==> src/hdl/tsp_pkg.sv <==
package tsp_pkg;

    // Field widths of the request and result channels.
    localparam int MODE_W       = 2;
    localparam int SLOT_W       = 4;
    localparam int FREQ_W       = 16;
    localparam int TICKS_W      = 16;
    localparam int PERIOD_W     = 32;
    localparam int COMPARE_W    = 31;
    localparam int PSTATE_W     = 2;
    localparam int POS_W        = 5;

    // Configuration port.
    localparam int CFG_INDEX_W  = 2;
    localparam int CFG_DATA_W   = 16;
    localparam int SEQLEN_W     = 5;
    localparam int PRESC_W      = 16;

    localparam logic [CFG_INDEX_W-1:0] CFG_SEQ_LENGTH = 2'd0;
    localparam logic [CFG_INDEX_W-1:0] CFG_REPEAT     = 2'd1;
    localparam logic [CFG_INDEX_W-1:0] CFG_PRESCALER  = 2'd2;

    // Request modes.
    localparam logic [MODE_W-1:0] MODE_TICK    = 2'd0;
    localparam logic [MODE_W-1:0] MODE_LOAD    = 2'd1;
    localparam logic [MODE_W-1:0] MODE_RESTART = 2'd2;

    // Default table depth.
    localparam int MAX_NOTES_DEF = 16;

    // Period divider: 240 MHz timer clock divided by freq * (prescaler + 1).
    localparam int DIVIDEND_W = 28;
    localparam logic [DIVIDEND_W-1:0] TONE_REF_HZ = 28'd240000000;
    localparam int DIV_STEPS  = DIVIDEND_W;
    localparam int DIVISOR_W  = FREQ_W + PRESC_W + 1;
    localparam int REM_W      = DIVISOR_W + 1;
    localparam int STEP_W     = 5;

    // Player state as reported on the result channel.
    typedef enum logic [PSTATE_W-1:0] {
        PS_IDLE = 2'd0,
        PS_PLAY = 2'd1,
        PS_STOP = 2'd2
    } play_state_t;

    // Sequencer states of the controller.
    typedef enum logic [1:0] {
        CS_IDLE,
        CS_LOOK,
        CS_DIV,
        CS_FIN
    } ctl_state_t;

    // Commands from the controller to the datapath.
    typedef struct packed {
        logic capture;
        logic update;
        logic div_step;
        logic emit;
    } tsp_cmd_t;

    // Status from the datapath to the controller.
    typedef struct packed {
        logic need_div;
        logic out_free;
    } tsp_sts_t;

endpackage

==> src/hdl/tsp_in_if.sv <==
interface tsp_in_if;
    logic                             valid;
    logic                             ready;
    logic [tsp_pkg::MODE_W-1:0]       mode;
    logic [tsp_pkg::SLOT_W-1:0]       note_slot;
    logic [tsp_pkg::FREQ_W-1:0]       note_freq;
    logic [tsp_pkg::TICKS_W-1:0]      note_ticks;

    modport source (output valid, mode, note_slot, note_freq, note_ticks, input ready);
    modport sink   (input valid, mode, note_slot, note_freq, note_ticks, output ready);
endinterface

==> src/hdl/tsp_out_if.sv <==
interface tsp_out_if;
    logic                             valid;
    logic                             ready;
    logic                             period_write;
    logic [tsp_pkg::PERIOD_W-1:0]     period_value;
    logic                             compare_write;
    logic [tsp_pkg::COMPARE_W-1:0]    compare_value;
    logic [tsp_pkg::PSTATE_W-1:0]     play_state;
    logic [tsp_pkg::POS_W-1:0]        note_position;

    modport source (output valid, period_write, period_value, compare_write,
                    compare_value, play_state, note_position, input ready);
    modport sink   (input valid, period_write, period_value, compare_write,
                    compare_value, play_state, note_position, output ready);
endinterface

==> src/hdl/tsp_cfg_if.sv <==
interface tsp_cfg_if;
    logic                               valid;
    logic                               ready;
    logic [tsp_pkg::CFG_INDEX_W-1:0]    index;
    logic [tsp_pkg::CFG_DATA_W-1:0]     data;

    modport source (output valid, index, data, input ready);
    modport sink   (input valid, index, data, output ready);
endinterface

==> src/hdl/tsp_ram.sv <==
module tsp_ram #(
    parameter int WIDTH = 32,
    parameter int DEPTH = 16,
    localparam int AW   = (DEPTH > 1) ? $clog2(DEPTH) : 1
) (
    input  logic             clk,
    input  logic             we,
    input  logic [AW-1:0]    waddr,
    input  logic [WIDTH-1:0] wdata,
    input  logic             re,
    input  logic [AW-1:0]    raddr,
    output logic [WIDTH-1:0] rdata
);

    logic [WIDTH-1:0] mem [DEPTH];
    logic [WIDTH-1:0] rdata_reg;

    // One write port, one registered read port.
    always_ff @(posedge clk)
    begin
        if (we)
        begin
            mem[waddr] <= wdata;
        end
        if (re)
        begin
            rdata_reg <= mem[raddr];
        end
    end

    assign rdata = rdata_reg;

endmodule

==> src/hdl/tsp_ctrl.sv <==
module tsp_ctrl (
    input  logic              clk,
    input  logic              rst_n,
    input  logic              in_valid,
    output logic              in_ready,
    input  tsp_pkg::tsp_sts_t sts,
    output tsp_pkg::tsp_cmd_t cmd
);

    tsp_pkg::ctl_state_t              cs_reg, cs_next;
    logic [tsp_pkg::STEP_W-1:0]       cnt_reg, cnt_next;

    // State and divide-step counter registers.
    always_ff @(posedge clk or negedge rst_n)
    begin
        if (!rst_n)
        begin
            cs_reg  <= tsp_pkg::CS_IDLE;
            cnt_reg <= '0;
        end
        else
        begin
            cs_reg  <= cs_next;
            cnt_reg <= cnt_next;
        end
    end

    // Next state.
    always_comb
    begin
        cs_next = cs_reg;
        case (cs_reg)
            tsp_pkg::CS_IDLE:
            begin
                if (in_valid)
                begin
                    cs_next = tsp_pkg::CS_LOOK;
                end
            end
            tsp_pkg::CS_LOOK:
            begin
                cs_next = sts.need_div ? tsp_pkg::CS_DIV : tsp_pkg::CS_FIN;
            end
            tsp_pkg::CS_DIV:
            begin
                if (cnt_reg == tsp_pkg::STEP_W'(tsp_pkg::DIV_STEPS - 1))
                begin
                    cs_next = tsp_pkg::CS_FIN;
                end
            end
            tsp_pkg::CS_FIN:
            begin
                if (sts.out_free)
                begin
                    cs_next = tsp_pkg::CS_IDLE;
                end
            end
            default:
            begin
                cs_next = tsp_pkg::CS_IDLE;
            end
        endcase
    end

    // Divide-step counter: cleared on lookup, counts during the divide.
    always_comb
    begin
        cnt_next = cnt_reg;
        if (cs_reg == tsp_pkg::CS_LOOK)
        begin
            cnt_next = '0;
        end
        else if (cs_reg == tsp_pkg::CS_DIV)
        begin
            cnt_next = cnt_reg + tsp_pkg::STEP_W'(1);
        end
    end

    // Commands to the datapath.
    always_comb
    begin
        cmd      = '0;
        in_ready = 1'b0;
        case (cs_reg)
            tsp_pkg::CS_IDLE:
            begin
                in_ready    = 1'b1;
                cmd.capture = in_valid;
            end
            tsp_pkg::CS_LOOK:
            begin
                cmd.update = 1'b1;
            end
            tsp_pkg::CS_DIV:
            begin
                cmd.div_step = 1'b1;
            end
            tsp_pkg::CS_FIN:
            begin
                cmd.emit = sts.out_free;
            end
            default:
            begin
                cmd = '0;
            end
        endcase
    end

    // A captured request always goes to the table lookup next.
    a_capture_look: assert property (@(posedge clk) disable iff (!rst_n)
        cmd.capture |=> cs_reg == tsp_pkg::CS_LOOK)
        else $error("captured request did not proceed to lookup");

    // The divide never runs past its step count.
    a_step_bound: assert property (@(posedge clk) disable iff (!rst_n)
        cs_reg == tsp_pkg::CS_DIV |-> cnt_reg < tsp_pkg::STEP_W'(tsp_pkg::DIV_STEPS))
        else $error("divide step counter out of range");

endmodule

==> src/hdl/tsp_dp.sv <==
module tsp_dp #(
    parameter int MAX_NOTES = tsp_pkg::MAX_NOTES_DEF
) (
    input  logic                              clk,
    input  logic                              rst_n,
    // Request payload
    input  logic [tsp_pkg::MODE_W-1:0]        in_mode,
    input  logic [tsp_pkg::SLOT_W-1:0]        in_note_slot,
    input  logic [tsp_pkg::FREQ_W-1:0]        in_note_freq,
    input  logic [tsp_pkg::TICKS_W-1:0]       in_note_ticks,
    // Configuration writes
    input  logic                              cfg_we,
    input  logic [tsp_pkg::CFG_INDEX_W-1:0]   cfg_index,
    input  logic [tsp_pkg::CFG_DATA_W-1:0]    cfg_data,
    // Result channel
    output logic                              out_valid,
    input  logic                              out_ready,
    output logic                              out_period_write,
    output logic [tsp_pkg::PERIOD_W-1:0]      out_period_value,
    output logic                              out_compare_write,
    output logic [tsp_pkg::COMPARE_W-1:0]     out_compare_value,
    output logic [tsp_pkg::PSTATE_W-1:0]      out_play_state,
    output logic [tsp_pkg::POS_W-1:0]         out_note_position,
    // Controller handshake
    input  tsp_pkg::tsp_cmd_t                 cmd,
    output tsp_pkg::tsp_sts_t                 sts
);

    localparam int AW = (MAX_NOTES > 1) ? $clog2(MAX_NOTES) : 1;
    localparam int ENTRY_W = tsp_pkg::FREQ_W + tsp_pkg::TICKS_W;
    localparam logic [tsp_pkg::POS_W-1:0] LEN_CAP =
        tsp_pkg::POS_W'((MAX_NOTES > 31) ? 31 : MAX_NOTES);

    // Captured request.
    logic [tsp_pkg::MODE_W-1:0]     mode_reg;
    logic [tsp_pkg::SLOT_W-1:0]     slot_reg;
    logic [tsp_pkg::FREQ_W-1:0]     freq_in_reg;
    logic [tsp_pkg::TICKS_W-1:0]    ticks_in_reg;

    // Configuration registers.
    logic [tsp_pkg::SEQLEN_W-1:0]   seqlen_reg;
    logic                           rep_reg;
    logic [tsp_pkg::PRESC_W-1:0]    presc_reg;

    // Player state.
    tsp_pkg::play_state_t           pstate_reg, pstate_next;
    logic [tsp_pkg::POS_W-1:0]      pos_reg, pos_next;
    logic [tsp_pkg::TICKS_W-1:0]    el_reg, el_next;
    logic                           tone_reg, tone_next;
    logic                           cmpw_reg, cmpw_next;

    // Divider.
    logic [tsp_pkg::DIVISOR_W-1:0]  divisor_reg;
    logic [tsp_pkg::REM_W-1:0]      rem_reg;
    logic [tsp_pkg::DIVIDEND_W-1:0] quo_reg;

    // Result register.
    logic                           ov_reg;
    logic                           o_pw_reg;
    logic [tsp_pkg::PERIOD_W-1:0]   o_pv_reg;
    logic                           o_cw_reg;
    logic [tsp_pkg::COMPARE_W-1:0]  o_cv_reg;
    logic [tsp_pkg::PSTATE_W-1:0]   o_ps_reg;
    logic [tsp_pkg::POS_W-1:0]      o_np_reg;

    logic [ENTRY_W-1:0]             rd_entry;
    logic [tsp_pkg::FREQ_W-1:0]     tbl_freq;
    logic [tsp_pkg::TICKS_W-1:0]    tbl_dur;
    logic                           tbl_we;
    logic [tsp_pkg::POS_W-1:0]      len;
    logic [tsp_pkg::TICKS_W-1:0]    el_inc;
    logic [tsp_pkg::PRESC_W:0]      presc_p1;
    logic [tsp_pkg::DIVISOR_W-1:0]  product;
    logic [tsp_pkg::REM_W-1:0]      rem_sh;
    logic                           rem_ge;
    logic [tsp_pkg::PERIOD_W-1:0]   period;

    // Note table: frequency in the upper half, duration in the lower half.
    assign tbl_we = cmd.update && (mode_reg == tsp_pkg::MODE_LOAD) &&
                    (int'(slot_reg) < MAX_NOTES);

    tsp_ram #(
        .WIDTH (ENTRY_W),
        .DEPTH (MAX_NOTES)
    ) u_table (
        .clk   (clk),
        .we    (tbl_we),
        .waddr (AW'(slot_reg)),
        .wdata ({freq_in_reg, ticks_in_reg}),
        .re    (cmd.capture),
        .raddr (AW'(pos_reg)),
        .rdata (rd_entry)
    );

    assign tbl_freq = rd_entry[ENTRY_W-1:tsp_pkg::TICKS_W];
    assign tbl_dur  = rd_entry[tsp_pkg::TICKS_W-1:0];

    // Effective sequence length, capped at the table depth.
    assign len = (seqlen_reg > LEN_CAP) ? LEN_CAP : seqlen_reg;

    // Player update for the captured request.
    always_comb
    begin
        pstate_next = pstate_reg;
        pos_next    = pos_reg;
        el_next     = el_reg;
        tone_next   = 1'b0;
        cmpw_next   = 1'b0;
        el_inc      = el_reg + tsp_pkg::TICKS_W'(1);
        case (mode_reg)
            tsp_pkg::MODE_RESTART:
            begin
                pstate_next = tsp_pkg::PS_IDLE;
            end
            tsp_pkg::MODE_TICK:
            begin
                case (pstate_reg)
                    tsp_pkg::PS_IDLE:
                    begin
                        pos_next    = '0;
                        el_next     = '0;
                        pstate_next = tsp_pkg::PS_PLAY;
                    end
                    tsp_pkg::PS_PLAY:
                    begin
                        cmpw_next = 1'b1;
                        if (pos_reg < len)
                        begin
                            tone_next = (tbl_freq != '0);
                            if (el_inc >= tbl_dur)
                            begin
                                pos_next = pos_reg + tsp_pkg::POS_W'(1);
                                el_next  = '0;
                            end
                            else
                            begin
                                el_next = el_inc;
                            end
                        end
                        if (pos_next >= len)
                        begin
                            if (rep_reg || (pos_next != len))
                            begin
                                pstate_next = tsp_pkg::PS_IDLE;
                            end
                            else
                            begin
                                pstate_next = tsp_pkg::PS_STOP;
                            end
                        end
                    end
                    tsp_pkg::PS_STOP:
                    begin
                        cmpw_next = 1'b1;
                        if (pos_reg != len)
                        begin
                            pstate_next = tsp_pkg::PS_IDLE;
                        end
                    end
                    default:
                    begin
                        pstate_next = pstate_reg;
                    end
                endcase
            end
            default:
            begin
                pstate_next = pstate_reg;
            end
        endcase
    end

    // Divisor freq * (prescaler + 1); one restoring step per cycle.
    assign presc_p1 = {1'b0, presc_reg} + (tsp_pkg::PRESC_W+1)'(1);
    assign product  = tsp_pkg::DIVISOR_W'(tbl_freq) * tsp_pkg::DIVISOR_W'(presc_p1);
    assign rem_sh   = {rem_reg[tsp_pkg::REM_W-2:0], quo_reg[tsp_pkg::DIVIDEND_W-1]};
    assign rem_ge   = rem_sh >= {1'b0, divisor_reg};

    // Period is quotient minus one, wrapping when the quotient is zero.
    assign period = tsp_pkg::PERIOD_W'(quo_reg) - tsp_pkg::PERIOD_W'(1);

    assign sts.need_div = tone_next;
    assign sts.out_free = !ov_reg || out_ready;

    // Control state: player, configuration and result valid.
    always_ff @(posedge clk or negedge rst_n)
    begin
        if (!rst_n)
        begin
            pstate_reg <= tsp_pkg::PS_IDLE;
            pos_reg    <= '0;
            el_reg     <= '0;
            seqlen_reg <= '0;
            rep_reg    <= 1'b0;
            presc_reg  <= '0;
            ov_reg     <= 1'b0;
        end
        else
        begin
            if (cmd.update)
            begin
                pstate_reg <= pstate_next;
                pos_reg    <= pos_next;
                el_reg     <= el_next;
            end
            if (cfg_we)
            begin
                case (cfg_index)
                    tsp_pkg::CFG_SEQ_LENGTH: seqlen_reg <= cfg_data[tsp_pkg::SEQLEN_W-1:0];
                    tsp_pkg::CFG_REPEAT:     rep_reg    <= cfg_data[0];
                    tsp_pkg::CFG_PRESCALER:  presc_reg  <= cfg_data[tsp_pkg::PRESC_W-1:0];
                    default:                 rep_reg    <= rep_reg;
                endcase
            end
            if (cmd.emit)
            begin
                ov_reg <= 1'b1;
            end
            else if (out_ready)
            begin
                ov_reg <= 1'b0;
            end
        end
    end

    // Payload registers.
    always_ff @(posedge clk)
    begin
        if (cmd.capture)
        begin
            mode_reg     <= in_mode;
            slot_reg     <= in_note_slot;
            freq_in_reg  <= in_note_freq;
            ticks_in_reg <= in_note_ticks;
        end
        if (cmd.update)
        begin
            tone_reg    <= tone_next;
            cmpw_reg    <= cmpw_next;
            divisor_reg <= product;
            rem_reg     <= '0;
            quo_reg     <= tsp_pkg::TONE_REF_HZ;
        end
        else if (cmd.div_step)
        begin
            rem_reg <= rem_ge ? (rem_sh - {1'b0, divisor_reg}) : rem_sh;
            quo_reg <= {quo_reg[tsp_pkg::DIVIDEND_W-2:0], rem_ge};
        end
        if (cmd.emit)
        begin
            o_pw_reg <= tone_reg;
            o_pv_reg <= tone_reg ? period : '0;
            o_cw_reg <= cmpw_reg;
            o_cv_reg <= tone_reg ? period[tsp_pkg::PERIOD_W-1:1] : '0;
            o_ps_reg <= pstate_reg;
            o_np_reg <= pos_reg;
        end
    end

    assign out_valid         = ov_reg;
    assign out_period_write  = o_pw_reg;
    assign out_period_value  = o_pv_reg;
    assign out_compare_write = o_cw_reg;
    assign out_compare_value = o_cv_reg;
    assign out_play_state    = o_ps_reg;
    assign out_note_position = o_np_reg;

    // A result is never loaded over one that is still waiting.
    a_no_overwrite: assert property (@(posedge clk) disable iff (!rst_n)
        cmd.emit |-> (!ov_reg || out_ready))
        else $error("result register overwritten");

    // The divider only runs on a nonzero divisor.
    a_divisor_nonzero: assert property (@(posedge clk) disable iff (!rst_n)
        cmd.div_step |-> divisor_reg != '0)
        else $error("divide started with zero divisor");

    // A period write always comes with a compare write.
    a_period_compare: assert property (@(posedge clk) disable iff (!rst_n)
        (ov_reg && o_pw_reg) |-> o_cw_reg)
        else $error("period written without compare");

endmodule

==> src/hdl/tone_sequence_player_unit.sv <==
// Tone sequence player. Requests arrive on in_ch: a load request writes one
// note (frequency, duration) into the note table, a restart request forces
// the player idle, and a tick request advances the player and may drive a
// new timer period and compare. Every request gives exactly one result on
// out_ch with the write flags, values, player state and note position.
// Configuration (sequence length, repeat, prescaler) is written on cfg,
// which is always ready; write it only while no request is in flight.
// A tick that plays a tone passes through lookup, product, a 28-step
// restoring divide of 240 MHz by freq * (prescaler + 1) and finish; every
// other request goes from lookup straight to finish.
// One request is in flight at a time, so the block takes no new request
// until the last one's result is loaded into the output register.
// A finished result waits in the output register; a stalled receiver only
// holds the block once the next result is done and cannot be loaded.
// Reset clears the player to idle, position and elapsed count to zero and
// all configuration to zero. The note table is not cleared.
module tone_sequence_player_unit #(
    parameter int MAX_NOTES = tsp_pkg::MAX_NOTES_DEF
) (
    input  logic  clk,
    input  logic  rst_n,
    tsp_in_if.sink    in_ch,
    tsp_out_if.source out_ch,
    tsp_cfg_if.sink   cfg
);

    tsp_pkg::tsp_cmd_t cmd;
    tsp_pkg::tsp_sts_t sts;
    logic              in_ready;

    assign in_ch.ready = in_ready;
    assign cfg.ready   = 1'b1;

    // Sequencer.
    tsp_ctrl u_ctrl (
        .clk      (clk),
        .rst_n    (rst_n),
        .in_valid (in_ch.valid),
        .in_ready (in_ready),
        .sts      (sts),
        .cmd      (cmd)
    );

    // Player state, note table, divider and result register.
    tsp_dp #(
        .MAX_NOTES (MAX_NOTES)
    ) u_dp (
        .clk               (clk),
        .rst_n             (rst_n),
        .in_mode           (in_ch.mode),
        .in_note_slot      (in_ch.note_slot),
        .in_note_freq      (in_ch.note_freq),
        .in_note_ticks     (in_ch.note_ticks),
        .cfg_we            (cfg.valid),
        .cfg_index         (cfg.index),
        .cfg_data          (cfg.data),
        .out_valid         (out_ch.valid),
        .out_ready         (out_ch.ready),
        .out_period_write  (out_ch.period_write),
        .out_period_value  (out_ch.period_value),
        .out_compare_write (out_ch.compare_write),
        .out_compare_value (out_ch.compare_value),
        .out_play_state    (out_ch.play_state),
        .out_note_position (out_ch.note_position),
        .cmd               (cmd),
        .sts               (sts)
    );

endmodule

==> src/flat_wrapper.sv <==
// flat-port wrapper written by rule: the top's interface ports become plain ports
module tone_sequence_player_unit_flat 
#(
    parameter int MAX_NOTES = tsp_pkg::MAX_NOTES_DEF
)
  (clk, rst_n, in_ch_valid, in_ch_mode, in_ch_note_slot, in_ch_note_freq, in_ch_note_ticks, in_ch_ready, out_ch_valid, out_ch_period_write, out_ch_period_value, out_ch_compare_write, out_ch_compare_value, out_ch_play_state, out_ch_note_position, out_ch_ready, cfg_valid, cfg_index, cfg_data, cfg_ready);
  tsp_in_if in_ch_i ();
  tsp_out_if out_ch_i ();
  tsp_cfg_if cfg_i ();
  input  logic clk;
  input  logic rst_n;
  input wire logic [$bits(in_ch_i.valid)-1:0] in_ch_valid;
  input wire logic [$bits(in_ch_i.mode)-1:0] in_ch_mode;
  input wire logic [$bits(in_ch_i.note_slot)-1:0] in_ch_note_slot;
  input wire logic [$bits(in_ch_i.note_freq)-1:0] in_ch_note_freq;
  input wire logic [$bits(in_ch_i.note_ticks)-1:0] in_ch_note_ticks;
  output wire logic [$bits(in_ch_i.ready)-1:0] in_ch_ready;
  output wire logic [$bits(out_ch_i.valid)-1:0] out_ch_valid;
  output wire logic [$bits(out_ch_i.period_write)-1:0] out_ch_period_write;
  output wire logic [$bits(out_ch_i.period_value)-1:0] out_ch_period_value;
  output wire logic [$bits(out_ch_i.compare_write)-1:0] out_ch_compare_write;
  output wire logic [$bits(out_ch_i.compare_value)-1:0] out_ch_compare_value;
  output wire logic [$bits(out_ch_i.play_state)-1:0] out_ch_play_state;
  output wire logic [$bits(out_ch_i.note_position)-1:0] out_ch_note_position;
  input wire logic [$bits(out_ch_i.ready)-1:0] out_ch_ready;
  input wire logic [$bits(cfg_i.valid)-1:0] cfg_valid;
  input wire logic [$bits(cfg_i.index)-1:0] cfg_index;
  input wire logic [$bits(cfg_i.data)-1:0] cfg_data;
  output wire logic [$bits(cfg_i.ready)-1:0] cfg_ready;
  assign in_ch_i.valid = in_ch_valid;
  assign in_ch_i.mode = in_ch_mode;
  assign in_ch_i.note_slot = in_ch_note_slot;
  assign in_ch_i.note_freq = in_ch_note_freq;
  assign in_ch_i.note_ticks = in_ch_note_ticks;
  assign in_ch_ready = in_ch_i.ready;
  assign out_ch_valid = out_ch_i.valid;
  assign out_ch_period_write = out_ch_i.period_write;
  assign out_ch_period_value = out_ch_i.period_value;
  assign out_ch_compare_write = out_ch_i.compare_write;
  assign out_ch_compare_value = out_ch_i.compare_value;
  assign out_ch_play_state = out_ch_i.play_state;
  assign out_ch_note_position = out_ch_i.note_position;
  assign out_ch_i.ready = out_ch_ready;
  assign cfg_i.valid = cfg_valid;
  assign cfg_i.index = cfg_index;
  assign cfg_i.data = cfg_data;
  assign cfg_ready = cfg_i.ready;
  tone_sequence_player_unit #(.MAX_NOTES(MAX_NOTES)) u_core (.clk(clk), .rst_n(rst_n), .in_ch(in_ch_i), .out_ch(out_ch_i), .cfg(cfg_i));
endmodule
==> config.mk <==
export PLATFORM = sky130hd
export DESIGN_NAME = tone_sequence_player_unit_flat
export DESIGN_NICKNAME = d
export VERILOG_FILES = /design/src/hdl/tsp_pkg.sv /design/src/hdl/tsp_in_if.sv /design/src/hdl/tsp_out_if.sv /design/src/hdl/tsp_cfg_if.sv /design/src/hdl/tsp_ram.sv /design/src/hdl/tsp_ctrl.sv /design/src/hdl/tsp_dp.sv /design/src/hdl/tone_sequence_player_unit.sv /design/src/flat_wrapper.sv
export SDC_FILE = /design/constraint.sdc
export NUM_CORES = 1
export LEC_CHECK = 0
export BUFFER_PORTS_ARGS = -buffer_cell sky130_fd_sc_hd__buf_2
export CORE_ASPECT_RATIO = 1.5
export CORE_MARGIN = 2
export CORE_UTILIZATION = 28
export CTS_CLUSTER_SIZE = 20
export DETAILED_ROUTE_END_ITERATION = 6
export PLACE_DENSITY = 0.51
export SYNTH_ARGS = -nofsm -noshare
export SYNTH_HDL_FRONTEND = slang
export SYNTH_SLANG_ARGS = --single-unit
==> constraint.sdc <==
create_clock -name clk -period 9.4 [get_ports clk]
set_input_delay 1.41 -clock clk [delete_from_list [all_inputs] [get_ports clk]]
set_output_delay 1.41 -clock clk [all_outputs]
set_load 0.02 [all_outputs]
======== Word-level counts from Yosys, hierarchy flattened ========
Memories as Yosys holds them, arrays and structs flattened. A register that Yosys moved wholly into a read port is not among the register bits.
Index checks and enable logic that the tools add are counted.
W data, S select, Z words.
word-level totals
  bits in registers ....................... 259
  bits in writable memories ............... 512
  input port bits ......................... 61
  output and inout bits ................... 75
  word-level logic and storage cells ...... 112
  memories ................................ 1
operators by class
  add/sub/neg operators ................... 6
  multipliers ............................. 1
  magnitude comparators ................... 5
  equal/unequal tests ..................... 19
  muxes and demuxes ....................... 35
  reductions and logical operators ........ 21
memory list
  name                     words  bits a word  read ports  clocked after Yosys merged registers in  wr ports  RTL line       source
  u_core.u_dp.u_table.mem  16     32           1           1                                        1         tsp_ram.sv:15  logic [WIDTH-1:0] mem [DEPTH];
operators with widths
  operator                 number
  $mux W5                  7
  $ge A34 B33 Y1           1
  $mul A16 B17 Y33         1
  $mux W33                 1
  $sub A33 B33 Y33         1
  $mux W16                 2
  $pmux W16 S2             1
  $sub A28 B1 Y29 const B  1
  $add A16 B1 Y17 const B  1
  $add A16 B1 Y16 const B  1
  $ge A16 B16 Y1           1
  $reduce_bool A16 Y1      1
  $mux W1                  14
  $mux W2                  6
  $add A5 B1 Y5 const B    2
  $eq A2 B2 Y1 const B     5
  $ne A5 B5 Y1             2
  $pmux W5 S2              1
  $eq A2 B1 Y1 const B     4
  $logic_not A2 Y1         4
  $ne A2 B2 Y1 const B     4
  $pmux W2 S4              1
  $reduce_bool A2 Y1       4
  $ne A3 B3 Y1 const B     2
  15 further kinds         19

======== Longest topological paths before layout ========
Gate-level depths: netlist (run 1).
  depth after elaboration ................. 12
  depth in mapped cells ................... 30

======== Cells and area by module ========
A second synthesis (run 1) with hierarchy kept.
unflattened totals
  cell total of the unflattened synthesis .. 3014
  area total of the unflattened synthesis .. 41233.3 sq um
by module, submodules not included
  module                     times used  cells an instance  area each (sq um)  sequential area each (sq um)
  tsp_dp                     1           2127               20589.7            5705.5
  tsp_ram                    1           838                20155.6            16335.7
  tsp_ctrl                   1           47                 476.7              175.2
  tone_sequence_player_unit  1           2                  11.3               0.0

======== Worst setup path after synthesis (run 1) ========
Ideal clock, no wire load.
  path type ............................... reg-to-reg
  start point ............................. reg u_core.u_dp.presc_reg[2] (netlist name)
  end point ............................... reg u_core.u_dp.divisor_reg[31] (netlist name), data pin
  arrival ................................. 6.949 ns
  setup slack ............................. 2.193 ns
  cell stages (with the launch flop) ...... 29
  clock period less this slack ............ 7.207 ns
  path through ............................ dfrtp_1 > and3_1 > and3_1 > nand2_1 > nor2_1 > and4_1 > nand2_1 > xnor2_1 > clkbuf_1 > nand2_1 > fa_1 > fa_1 > inv_1 > fa_1 > fa_1 > fa_1 > inv_1 > fa_1 > inv_1 > ha_1 > and3_1 > a41oi_1 > o211a_1 > nor3b_1 > o311a_1 > o31ai_1 > a221o_1 > a21oi_1 > xnor2_1
between the ends
  cells in the longest elaborated chain, start to end .. 2
ends and longest elaborated chain
  what                               RTL line       source
  start, declared                    tsp_dp.sv:43   logic [tsp_pkg::PRESC_W-1:0] presc_reg;
  start signal, assigned             tsp_dp.sv:211  tsp_pkg::CFG_PRESCALER: presc_reg <= cfg_data[tsp_pkg::PRESC_W-1:0];
  $add A16 B1 Y17                    tsp_dp.sv:174  assign presc_p1 = {1'b0, presc_reg} + (tsp_pkg::PRESC_W+1)'(1);
  $mul A16 B17 Y33                   tsp_dp.sv:175  assign product = tsp_pkg::DIVISOR_W'(tbl_freq) * tsp_pkg::DIVISOR_W'(presc_p1);
  via u_core.u_dp.product (one bit)  tsp_dp.sv:73   logic [tsp_pkg::DIVISOR_W-1:0] product;
  end signal, assigned               tsp_dp.sv:240  divisor_reg <= product;
  end, declared                      tsp_dp.sv:53   logic [tsp_pkg::DIVISOR_W-1:0] divisor_reg;
The timed path passes the listed nets, and every way through them passes these cells.
A chain may end at the register's enable or synchronous reset.

======== Worst setup path after layout (run 1) ========
  start point ............................. reg u_core.u_dp.presc_reg[3] (netlist name)
  end point ............................... reg u_core.u_dp.divisor_reg[31] (netlist name), data pin
The elaborated chain is that of the path after synthesis.

==> impl_metrics.env, run 1 <==
export IMPL_syn_area_sq_mm=0.0416
export IMPL_maxSlewHeadroom_pct=24.6
export IMPL_grt_util_all_layers_pct=13.7
export IMPL_report_final_hold_viol_count=0
export IMPL_worstSetupStartpoint="u_core.u_dp.presc_reg[3]"
export IMPL_crit_required_ps=9820
export IMPL_design_final_nets=3754
export IMPL_critical_path_startpoint_type="flip-flop"
export IMPL_layout_cells_non_filler=5301
export IMPL_grt_use_met1_pct=16.1
export IMPL_std_cell_rows=173
export IMPL_totalNegativeSetupSlack_ps=0
export IMPL_worstHoldEndpoint="u_core.u_dp.out_compare_write"
export IMPL_slowest_delay_ps=540
export IMPL_grt_ovfl_total=0
export IMPL_setup_viol=0
export IMPL_grtUsageMet2_pct=25.6
export IMPL_tightest_slew_ps=1130
export IMPL_synthDistinctLibCells=80
export IMPL_die_h_microns=476
export IMPL_drtAntennaViolNets=0
export IMPL_placeableCoreArea_sq_mm=0.148
export IMPL_die_outline_area_sq_mm=0.152
export IMPL_hold_slack_ps=432
export IMPL_cts_inserted_buffers=80
export IMPL_clock_sinks=769
export IMPL_yosys_area_top_type="sky130_fd_sc_hd__edfxtp_1"
export IMPL_end_kind="flip-flop"
export IMPL_worstRegToRegCells=29
export IMPL_grt_peak_use_layer="met2"
export IMPL_synth_enable_flop_cells=655
export IMPL_placed_cells_incl_taps=5151
export IMPL_run_status="complete, no violations"
export IMPL_layout_cells_most_common="sky130_fd_sc_hd__edfxtp_1"
export IMPL_min_period_ps=7710
export IMPL_finalMaxSlewViolations=0
export IMPL_design_portCount=136
export IMPL_final_cell_mix="655 x sky130_fd_sc_hd__edfxtp_1, 311 x sky130_fd_sc_hd__inv_1, 295 x sky130_fd_sc_hd__nand2_1"
export IMPL_regArea_sq_mm=0.0222
export IMPL_final_critical_path_setup_slack_ps=1690
export IMPL_insertion_delay_ps=680
export IMPL_grt_pass1_vias=26200
export IMPL_timing_critical_path_fanout_max=16
export IMPL_maxCapViolCount=0
export IMPL_global_route_wire_length_before_repair_mm=159
export IMPL_reg2reg_setup_slack_ps=1690
export IMPL_initial_util_pct=28.1
export IMPL_path_clk_slew_ps=60
export IMPL_hold_path_class="reg -> reg"
export IMPL_whs_path_depth=0
export IMPL_cts_tree="built"
export IMPL_ctsLongestPathBuffers=3
export IMPL_numPortBuffers=134
export IMPL_pin_count_of_the_biggest_net_entering_global_routing=128
export IMPL_cts_htree_levels=3
export IMPL_crit_slowest_cell="sky130_fd_sc_hd__fa_1"
export IMPL_drt_initial_drc_count=1502
export IMPL_wl_per_cell_microns=19.7
export IMPL_critical_path_most_common_cell="sky130_fd_sc_hd__fa_1"
export IMPL_min_period_over_period_pct=82.0
export IMPL_dr_pass1_iters=5
export IMPL_largest_reg_flops=512
export IMPL_cts_resized=0
export IMPL_critical_path_class="reg -> reg"
export IMPL_layout_drive_gt1_share_pct=13.7
export IMPL_ctsRootBufferMaster="sky130_fd_sc_hd__clkbuf_16"
export IMPL_holdBufCountCts=0
export IMPL_postSynthAreaPerCell_sq_um=12.9
export IMPL_worst_r2r_startpoint="u_core.u_dp.presc_reg[3]"
export IMPL_layout_area_overhead_vs_synth_pct=12.9
export IMPL_grt_use_met3_pct=2.41
export IMPL_synth_seq_area_share_pct=53.4
export IMPL_place_congestion=0.832
export IMPL_cp_buffers_inverters=5
export IMPL_detailed_placer_s_ending_hpwl_mm=69.5
export IMPL_synth_async_reset_ratio_pct=6.89
export IMPL_vias=24900
export IMPL_yosys_register_bits=769
export IMPL_place_ws_ps=1660
export IMPL_max_freq_ghz=0.130
export IMPL_cell_type_group_with_the_largest_total_delay_on_the_critical_path="adder cells"
export IMPL_antenna_found_initial=13
export IMPL_timing_clock_skew_ps=30.6
export IMPL_multi_input_comb_area_sq_mm=0.0175
export IMPL_route_detailed_vias_per_inst=4.70
export IMPL_postCtsSetupRepairBufs=0
export IMPL_yosys_top_cells_area="sky130_fd_sc_hd__edfxtp_1 47%, sky130_fd_sc_hd__fa_1 10%, sky130_fd_sc_hd__ha_1 5.3%"
export IMPL_drcViolationCount=0
export IMPL_rsz0062_at_grt="false"
export IMPL_reg2reg_to="u_core.u_dp.divisor_reg[31]"
export IMPL_finalWirelength_mm=104
export IMPL_ys_dominant_reg_cell="sky130_fd_sc_hd__edfxtp_1"
export IMPL_synth_top_cell_area_share_pct=47.3
export IMPL_final_fill_count=14700
export IMPL_postSynthNetCount=3657
export IMPL_synth_warning_count=0
export IMPL_critPathArrivalTime_ps=8130
export IMPL_start_point_of_the_worst_min_delay_path="u_core.u_dp.cmpw_reg"
export IMPL_postSynthCellCount=3211
export IMPL_die_width_microns=319
[cells by family (layout without fill, tap and decap cells)]
logic type                 after synthesis  in the layout  synth area share (%)
DFF                                    769            769                  53.4
and+or+nand+nor                        760            760                  8.80
buffers and inverters                  486            645                  4.76
AOI/OAI and AO/OA                      456            456                  7.34
adders and majority gates              385            385                  15.4
muxes                                  248            248                  8.04
xor gates and xnor gates               106            106                  2.23
other                                    1              7               0.00902
[cell type report]
cell class | instances | area share [%]
flip-flops and latches | 769 | 47.3
multi-input cells | 1956 | 37.3
well taps | 1925 | 5.13
inverters | 312 | 2.49
diodes | 6 | 0.0320
repair buffers | 189 | 2.33
clock buffers | 103 | 4.62
clock inverters | 41 | 0.696
[worst register-to-register path, delay by kind of cell (launching register included)]
family	cells	cell delay (ps)
xor gates and xnor gates	2	240
adders and majority gates	7	3400
buffers and inverters	5	400
DFF	1	410
AOI/OAI and AO/OA	7	1490
and+or+nand+nor	8	1520
[routing by layer]
layer	vias to the layer above	wire length, microns
met4	8	2560
met3	153	4370
met2	502	54700
met5	-	39
met1	12700	42700
li1	11600	-
[stage by stage]
step | utilization [%] | cell area (sq um)
2_1_floorplan | - | 41600
5_1_grt | 31.7 | 46900
4_1_cts | 31.7 | 46900
3_5_place_dp | 30.1 | 44400
6_report | 31.8 | 46900
3_3_place_gp | 30.1 | 44400
[worst max path at each step]
stage                                       end  cells past startpoint  slack (ps)
finish              u_core.u_dp.divisor_reg[31]                     29        1690
global route        u_core.u_dp.divisor_reg[31]                     29        1280
CTS                 u_core.u_dp.divisor_reg[31]                     29        1650
detailed placement  u_core.u_dp.divisor_reg[31]                     29        1660
global placement    u_core.u_dp.divisor_reg[31]                     29        1760
floorplan           u_core.u_dp.divisor_reg[31]                     28        2190
[cells in the mapped netlist, types with 14 or more instances]
cell	number
sky130_fd_sc_hd__and2_1	142
sky130_fd_sc_hd__mux4_2	64
sky130_fd_sc_hd__o21ai_0	104
sky130_fd_sc_hd__nor3_1	28
sky130_fd_sc_hd__buf_1	19
sky130_fd_sc_hd__a21oi_1	120
sky130_fd_sc_hd__nand3_1	39
sky130_fd_sc_hd__a221oi_1	34
sky130_fd_sc_hd__a22o_1	14
sky130_fd_sc_hd__nand2b_1	20
sky130_fd_sc_hd__inv_1	311
sky130_fd_sc_hd__nor2_1	130
sky130_fd_sc_hd__buf_4	35
sky130_fd_sc_hd__and3_1	17
sky130_fd_sc_hd__a22oi_1	32
sky130_fd_sc_hd__fa_1	209
sky130_fd_sc_hd__clkbuf_1	111
sky130_fd_sc_hd__dfrtp_1	53
sky130_fd_sc_hd__nand4_1	15
sky130_fd_sc_hd__a211oi_1	16
sky130_fd_sc_hd__xor2_1	40
sky130_fd_sc_hd__edfxtp_1	655
sky130_fd_sc_hd__xnor2_1	66
sky130_fd_sc_hd__mux2i_1	138
sky130_fd_sc_hd__mux2_2	46
sky130_fd_sc_hd__ha_1	176
sky130_fd_sc_hd__dfxtp_1	61
sky130_fd_sc_hd__a21o_1	36
sky130_fd_sc_hd__nor2b_1	28
sky130_fd_sc_hd__nand2_1	295
Power of run 1 is not shown: default switching activity piles up to over one toggle a cycle in this logic, so the estimate is an artifact.
==> run 2: changes to the inputs <==
--- a/config.mk
+++ b/config.mk
@@ -11,7 +11,7 @@
 export CORE_UTILIZATION = 28
 export CTS_CLUSTER_SIZE = 20
 export DETAILED_ROUTE_END_ITERATION = 6
-export PLACE_DENSITY = 0.51
+export PLACE_DENSITY = 0.53
 export SYNTH_ARGS = -nofsm -noshare
 export SYNTH_HDL_FRONTEND = slang
 export SYNTH_SLANG_ARGS = --single-unit
==> constraint.sdc (replaced) <==
create_clock -name clk -period 6.7 [get_ports clk]
set_input_delay 1.005 -clock clk [delete_from_list [all_inputs] [get_ports clk]]
set_output_delay 1.005 -clock clk [all_outputs]
set_load 0.02 [all_outputs]
==> impl_metrics.env, run 2 (synthesis gave the netlist of run 1 again) <==
export IMPL_grt_pass1_vias=26600
export IMPL_dr_pass1_iters=5
export IMPL_pin_count_of_the_biggest_net_entering_global_routing=105
export IMPL_final_fill_count=14600
export IMPL_finalMaxSlewViolations=0
export IMPL_place_congestion=0.848
export IMPL_insertion_delay_ps=680
export IMPL_ctsRootBufferMaster="sky130_fd_sc_hd__clkbuf_16"
export IMPL_final_cell_mix="655 x sky130_fd_sc_hd__edfxtp_1, 306 x sky130_fd_sc_hd__inv_1, 291 x sky130_fd_sc_hd__nand2_1"
export IMPL_crit_required_ps=7120
export IMPL_critical_path_most_common_cell="sky130_fd_sc_hd__fa_1"
export IMPL_design_final_nets=3873
export IMPL_layout_cells_most_common="sky130_fd_sc_hd__edfxtp_1"
export IMPL_tightest_slew_ps=1200
export IMPL_vias=25300
export IMPL_crit_slowest_cell="sky130_fd_sc_hd__fa_1"
export IMPL_path_clk_slew_ps=50
export IMPL_cts_inserted_buffers=84
export IMPL_holdBufCountCts=0
export IMPL_drt_initial_drc_count=1595
export IMPL_maxCapViolCount=0
export IMPL_end_kind="flip-flop"
export IMPL_grt_ovfl_total=0
export IMPL_ctsLongestPathBuffers=3
export IMPL_timing_clock_skew_ps=20.8
export IMPL_min_period_over_period_pct=102
export IMPL_report_final_hold_viol_count=0
export IMPL_largest_reg_flops=512
export IMPL_rsz0062_at_grt="true"
export IMPL_critPathArrivalTime_ps=7240
export IMPL_antenna_found_initial=14
export IMPL_clock_sinks=769
export IMPL_std_cell_rows=173
export IMPL_max_freq_ghz=0.147
export IMPL_failed_checks="negative setup slack"
export IMPL_min_period_ps=6830
export IMPL_route_detailed_vias_per_inst=4.68
export IMPL_wl_per_cell_microns=19.1
export IMPL_grt_util_all_layers_pct=13.6
export IMPL_totalNegativeSetupSlack_ps=-232
export IMPL_layout_drive_gt1_share_pct=18.3
export IMPL_die_outline_area_sq_mm=0.152
export IMPL_layout_area_overhead_vs_synth_pct=16.5
export IMPL_finalWirelength_mm=104
export IMPL_setup_viol=6
export IMPL_critical_path_startpoint_type="flip-flop"
export IMPL_timing_critical_path_fanout_max=5
export IMPL_detailed_placer_s_ending_hpwl_mm=69.3
export IMPL_initial_util_pct=28.1
export IMPL_drtAntennaViolNets=0
export IMPL_run_status="finished, violations left"
export IMPL_numPortBuffers=134
export IMPL_die_width_microns=319
export IMPL_die_h_microns=476
export IMPL_drcViolationCount=0
export IMPL_global_route_wire_length_before_repair_mm=157
export IMPL_hold_path_class="reg -> reg"
export IMPL_cts_htree_levels=3
export IMPL_final_critical_path_setup_slack_ps=-125
export IMPL_cts_tree="built"
export IMPL_slowest_delay_ps=550
export IMPL_placeableCoreArea_sq_mm=0.148
export IMPL_critical_path_class="reg -> reg"
export IMPL_design_portCount=136
export IMPL_maxSlewHeadroom_pct=19.8
## run 2: cell count changes in the layout (fill, tap and decap cells not counted), moves of 6 or more
cell / previous run / this run
sky130_fd_sc_hd__clkbuf_1: 17 / 27
sky130_fd_sc_hd__xnor2_1: 65 / 59
sky130_fd_sc_hd__a21oi_1: 120 / 111
sky130_fd_sc_hd__clkinv_2: 11 / 5
sky130_fd_sc_hd__ha_4: 2 / 11
sky130_fd_sc_hd__buf_4: 54 / 160
sky130_fd_sc_hd__ha_1: 174 / 164
sky130_fd_sc_hd__a21oi_2: 0 / 9
## run 2: worst max-delay path, delay by kind of cell (launching register included)
family          cells  cell delay (ps)
buf+inv             4              190
flops               1              340
simple gates        8             1270
compound gates      7             1250
xor+xnor            2              280
fa+ha+maj           7             3240
## run 2: final timing paths
path	startpoint	to	slack, ps	cells past startpoint
setup / recovery	u_core.u_dp.presc_reg[2]	u_core.u_dp.divisor_reg[31]	-130	28
hold / removal	u_core.u_dp.cmpw_reg	u_core.u_dp.out_compare_write	420	0
setup reg to reg	u_core.u_dp.presc_reg[2]	u_core.u_dp.divisor_reg[31]	-130	28
hold reg to reg	u_core.u_dp.cmpw_reg	u_core.u_dp.out_compare_write	420	0
max in group asynchronous	rst_n	u_core.u_dp.pos_reg[1]	5510	2
min in group asynchronous	rst_n	u_core.u_ctrl.cnt_reg[1]	520	2
## run 2: metrics by stage
| stage | instance area [sq um] | util (%) | hold WS [ps] | std cells | worst slack [ps] |
|---|---|---|---|---|---|
| final | 48400 | 32.8 | 419 | 5416 | -125 |
| after global routing | 48400 | 32.8 | 428 | 5413 | -348 |
| after CTS | 48100 | 32.6 | 419 | 5401 | -204 |
| after detailed placement | 45400 | 30.7 | 405 | 5248 | -390 |
| after global placement | 45400 | 30.7 | 404 | 5248 | -266 |
| after floorplan | 41800 | - | 400 | 3211 | -4.65 |
## run 2: per-layer routing
layer | track usage, % | wire length [microns]
met3 | 2.54 | 4700
met1 | 15.6 | 41500
met2 | 25.2 | 54300
met4 | 4.52 | 2940
met5 | 0 | 88
## run 2: what timing repair did
item,4_1_cts,5_1_grt
cloned,2,0
endpoints found under the setup margin,16,16
buffers inserted,6,12
gates resized for setup,18,44
pin swaps,16,55
## run 2: area by class of cell
| type | instances | area (sq um) | area share (%) |
|---|---|---|---|
| Inverter | 312 | 1170 | 2.42 |
| Tap cell | 1925 | 2410 | 4.97 |
| Antenna cell | 4 | 10.0 | 0.0207 |
| Sequential cell | 769 | 22200 | 45.9 |
| Timing Repair Buffer | 302 | 1990 | 4.10 |
| Clock inverter | 32 | 322 | 0.664 |
| Clock buffer | 114 | 2280 | 4.70 |
| Multi-Input combinational cell | 1958 | 18000 | 37.2 |
Power of run 2 is left out for the same reason.
==> run 3: changes to the inputs <==
--- a/config.mk
+++ b/config.mk
@@ -12,6 +12,7 @@
 export CTS_CLUSTER_SIZE = 20
 export DETAILED_ROUTE_END_ITERATION = 6
 export PLACE_DENSITY = 0.53
+export SETUP_SLACK_MARGIN = 0.3
 export SYNTH_ARGS = -nofsm -noshare
 export SYNTH_HDL_FRONTEND = slang
 export SYNTH_SLANG_ARGS = --single-unit
==> impl_metrics.env, run 3 (synthesis gave the netlist of run 1 again) <==
export IMPL_hold_path_class="reg -> reg"
export IMPL_top_layer_used="met5"
export IMPL_tightest_slew_ps=1100
export IMPL_reg2reg_setup_slack_ps=-150
export IMPL_max_freq_ghz=0.146
export IMPL_layout_drive_gt1_share_pct=20.0
export IMPL_worstSetupStartpoint="u_core.u_dp.presc_reg[4]"
export IMPL_min_period_ps=6850
export IMPL_min_period_over_period_pct=102
export IMPL_layout_area_overhead_vs_synth_pct=17.2
export IMPL_maxCapViolCount=0
export IMPL_final_critical_path_setup_slack_ps=-151
export IMPL_route_detailed_vias_per_inst=4.69
export IMPL_numPortBuffers=134
export IMPL_final_cell_mix="655 x sky130_fd_sc_hd__edfxtp_1, 294 x sky130_fd_sc_hd__inv_1, 279 x sky130_fd_sc_hd__nand2_1"
export IMPL_maxSlewHeadroom_pct=26.9
export IMPL_die_width_microns=319
export IMPL_wl_per_cell_microns=19.1
export IMPL_timing_critical_path_fanout_max=8
export IMPL_insertion_delay_ps=700
export IMPL_finalMaxSlewViolations=0
export IMPL_vias=25300
export IMPL_initial_util_pct=28.1
export IMPL_cts_tree="built"
export IMPL_whs_path_depth=0
export IMPL_crit_required_ps=7120
export IMPL_timing_clock_skew_ps=37.6
export IMPL_rsz0062_at_grt="true"
export IMPL_ctsRootBufferMaster="sky130_fd_sc_hd__clkbuf_16"
export IMPL_cts_inserted_buffers=81
export IMPL_hold_slack_ps=421
export IMPL_grt_util_all_layers_pct=13.6
export IMPL_dr_pass1_iters=5
export IMPL_placed_cells_incl_taps=5237
export IMPL_wl_met3_mm=4.35
export IMPL_grt_ovfl_total=0
export IMPL_worst_r2r_startpoint="u_core.u_dp.presc_reg[4]"
export IMPL_run_status="finished, violations left"
export IMPL_worstHoldEndpoint="u_core.u_dp.out_compare_write"
export IMPL_design_final_nets=3867
export IMPL_clock_sinks=769
export IMPL_die_outline_area_sq_mm=0.152
export IMPL_ctsLongestPathBuffers=3
export IMPL_cts_htree_levels=3
export IMPL_path_clk_slew_ps=70
export IMPL_drt_initial_drc_count=1574
export IMPL_finalWirelength_mm=104
export IMPL_start_point_of_the_worst_min_delay_path="u_core.u_dp.cmpw_reg"
export IMPL_layout_cells_non_filler=5407
export IMPL_route_layer_met1_wl_mm=42.2
export IMPL_critical_path_class="reg -> reg"
export IMPL_end_kind="flip-flop"
export IMPL_met2RoutedLength_mm=54.3
export IMPL_detailed_placer_s_ending_hpwl_mm=69.6
export IMPL_worstRegToRegCells=27
export IMPL_drcViolationCount=0
export IMPL_global_route_wire_length_before_repair_mm=157
export IMPL_setup_viol=9
export IMPL_critical_path_startpoint_type="flip-flop"
export IMPL_std_cell_rows=173
export IMPL_drtAntennaViolNets=0
export IMPL_holdBufCountCts=0
export IMPL_die_h_microns=476
export IMPL_reg2reg_to="u_core.u_dp.divisor_reg[31]"
export IMPL_largest_reg_flops=512
export IMPL_antenna_found_initial=14
export IMPL_place_congestion=0.842
export IMPL_critPathArrivalTime_ps=7280
export IMPL_layout_cells_most_common="sky130_fd_sc_hd__edfxtp_1"
export IMPL_pin_count_of_the_biggest_net_entering_global_routing=109
export IMPL_placeableCoreArea_sq_mm=0.148
export IMPL_failed_checks="negative setup slack"
export IMPL_report_final_hold_viol_count=0
export IMPL_design_portCount=136
export IMPL_grt_pass1_vias=26400
[run 3: cell count changes in the layout (fill, tap and decap cells not counted), moves of 6 or more]
cell / previous run / this run
sky130_fd_sc_hd__clkbuf_1: 27 / 8
sky130_fd_sc_hd__buf_4: 160 / 144
sky130_fd_sc_hd__buf_6: 5 / 17
sky130_fd_sc_hd__inv_1: 306 / 294
sky130_fd_sc_hd__nand2_1: 291 / 279
sky130_fd_sc_hd__inv_2: 5 / 16
sky130_fd_sc_hd__nand2_2: 4 / 14
sky130_fd_sc_hd__ha_4: 11 / 19
sky130_fd_sc_hd__ha_1: 164 / 157
sky130_fd_sc_hd__clkinv_2: 5 / 11
[run 3: per-layer routing]
metal | GRT usage [%] | vias to the layer above
met4 | 4.07 | 14
met5 | 0 | -
met2 | 25.4 | 513
met3 | 2.31 | 169
met1 | 15.7 | 12900
li1 | - | 11800
[run 3: metrics by stage]
stage / TNS, ps / utilization [%] / area [sq um] / setup WS, ps
2_1_floorplan: 0 / - / 41900 / 70.3
6_report: -582 / 33.0 / 48700 / -151
3_5_place_dp: -1950 / 30.7 / 45400 / -287
4_1_cts: -622 / 32.7 / 48300 / -180
5_1_grt: -3570 / 33.0 / 48700 / -354
3_3_place_gp: -1310 / 30.7 / 45400 / -210
[run 3: how the worst max path moves through the flow]
stage | to | slack [ps] | depth (start not counted)
after detailed placement | u_core.u_dp.divisor_reg[31] | -290 | 24
after global placement | u_core.u_dp.divisor_reg[31] | -210 | 24
after CTS | u_core.u_dp.divisor_reg[31] | -180 | 28
after floorplan | u_core.u_dp.divisor_reg[32] | 70 | 28
after global routing | u_core.u_dp.divisor_reg[31] | -350 | 28
final | u_core.u_dp.divisor_reg[31] | -150 | 27
[run 3: timing repair]
| action | 4_1_cts | 5_1_grt |
|---|---|---|
| endpoints found under the setup margin | 17 | 20 |
| endpoints found under the hold margin | 0 | 0 |
| resized for setup | 26 | 78 |
| buffers inserted | 11 | 15 |
| pin swaps | 29 | 79 |
[run 3: layout make-up]
class | instances | area, sq um
clock inverters | 47 | 478
fillers | 14600 | 99100
multi-input cells | 1956 | 18200
clock buffers | 95 | 2150
flip-flops and latches | 769 | 22200
well taps | 1925 | 2410
inverters | 312 | 1170
diodes | 2 | 5.00
repair buffers | 301 | 2060
[run 3: worst max-delay path: stages, from the launching register on]
cell and delay [ps]:
sky130_fd_sc_hd__dfrtp_1 350, sky130_fd_sc_hd__and3_4 190, sky130_fd_sc_hd__and3_4 210, sky130_fd_sc_hd__nand2_4 60
sky130_fd_sc_hd__nor2_4 150, sky130_fd_sc_hd__buf_6 120, sky130_fd_sc_hd__nand3_4 90, sky130_fd_sc_hd__xnor2_4 400
sky130_fd_sc_hd__nand2_2 90, sky130_fd_sc_hd__fa_1 480, sky130_fd_sc_hd__fa_1 500, sky130_fd_sc_hd__inv_1 60
sky130_fd_sc_hd__fa_1 520, sky130_fd_sc_hd__fa_1 530, sky130_fd_sc_hd__fa_1 540, sky130_fd_sc_hd__inv_1 50
sky130_fd_sc_hd__fa_2 520, sky130_fd_sc_hd__inv_2 40, sky130_fd_sc_hd__ha_4 150, sky130_fd_sc_hd__a21o_1 160
sky130_fd_sc_hd__a21oi_2 160, sky130_fd_sc_hd__o211a_1 180, sky130_fd_sc_hd__nor3b_2 180, sky130_fd_sc_hd__o311a_4 250
sky130_fd_sc_hd__o31ai_4 80, sky130_fd_sc_hd__a221o_1 310, sky130_fd_sc_hd__a21oi_2 130, sky130_fd_sc_hd__xnor2_1 80
Power of run 3 is left out for the same reason.
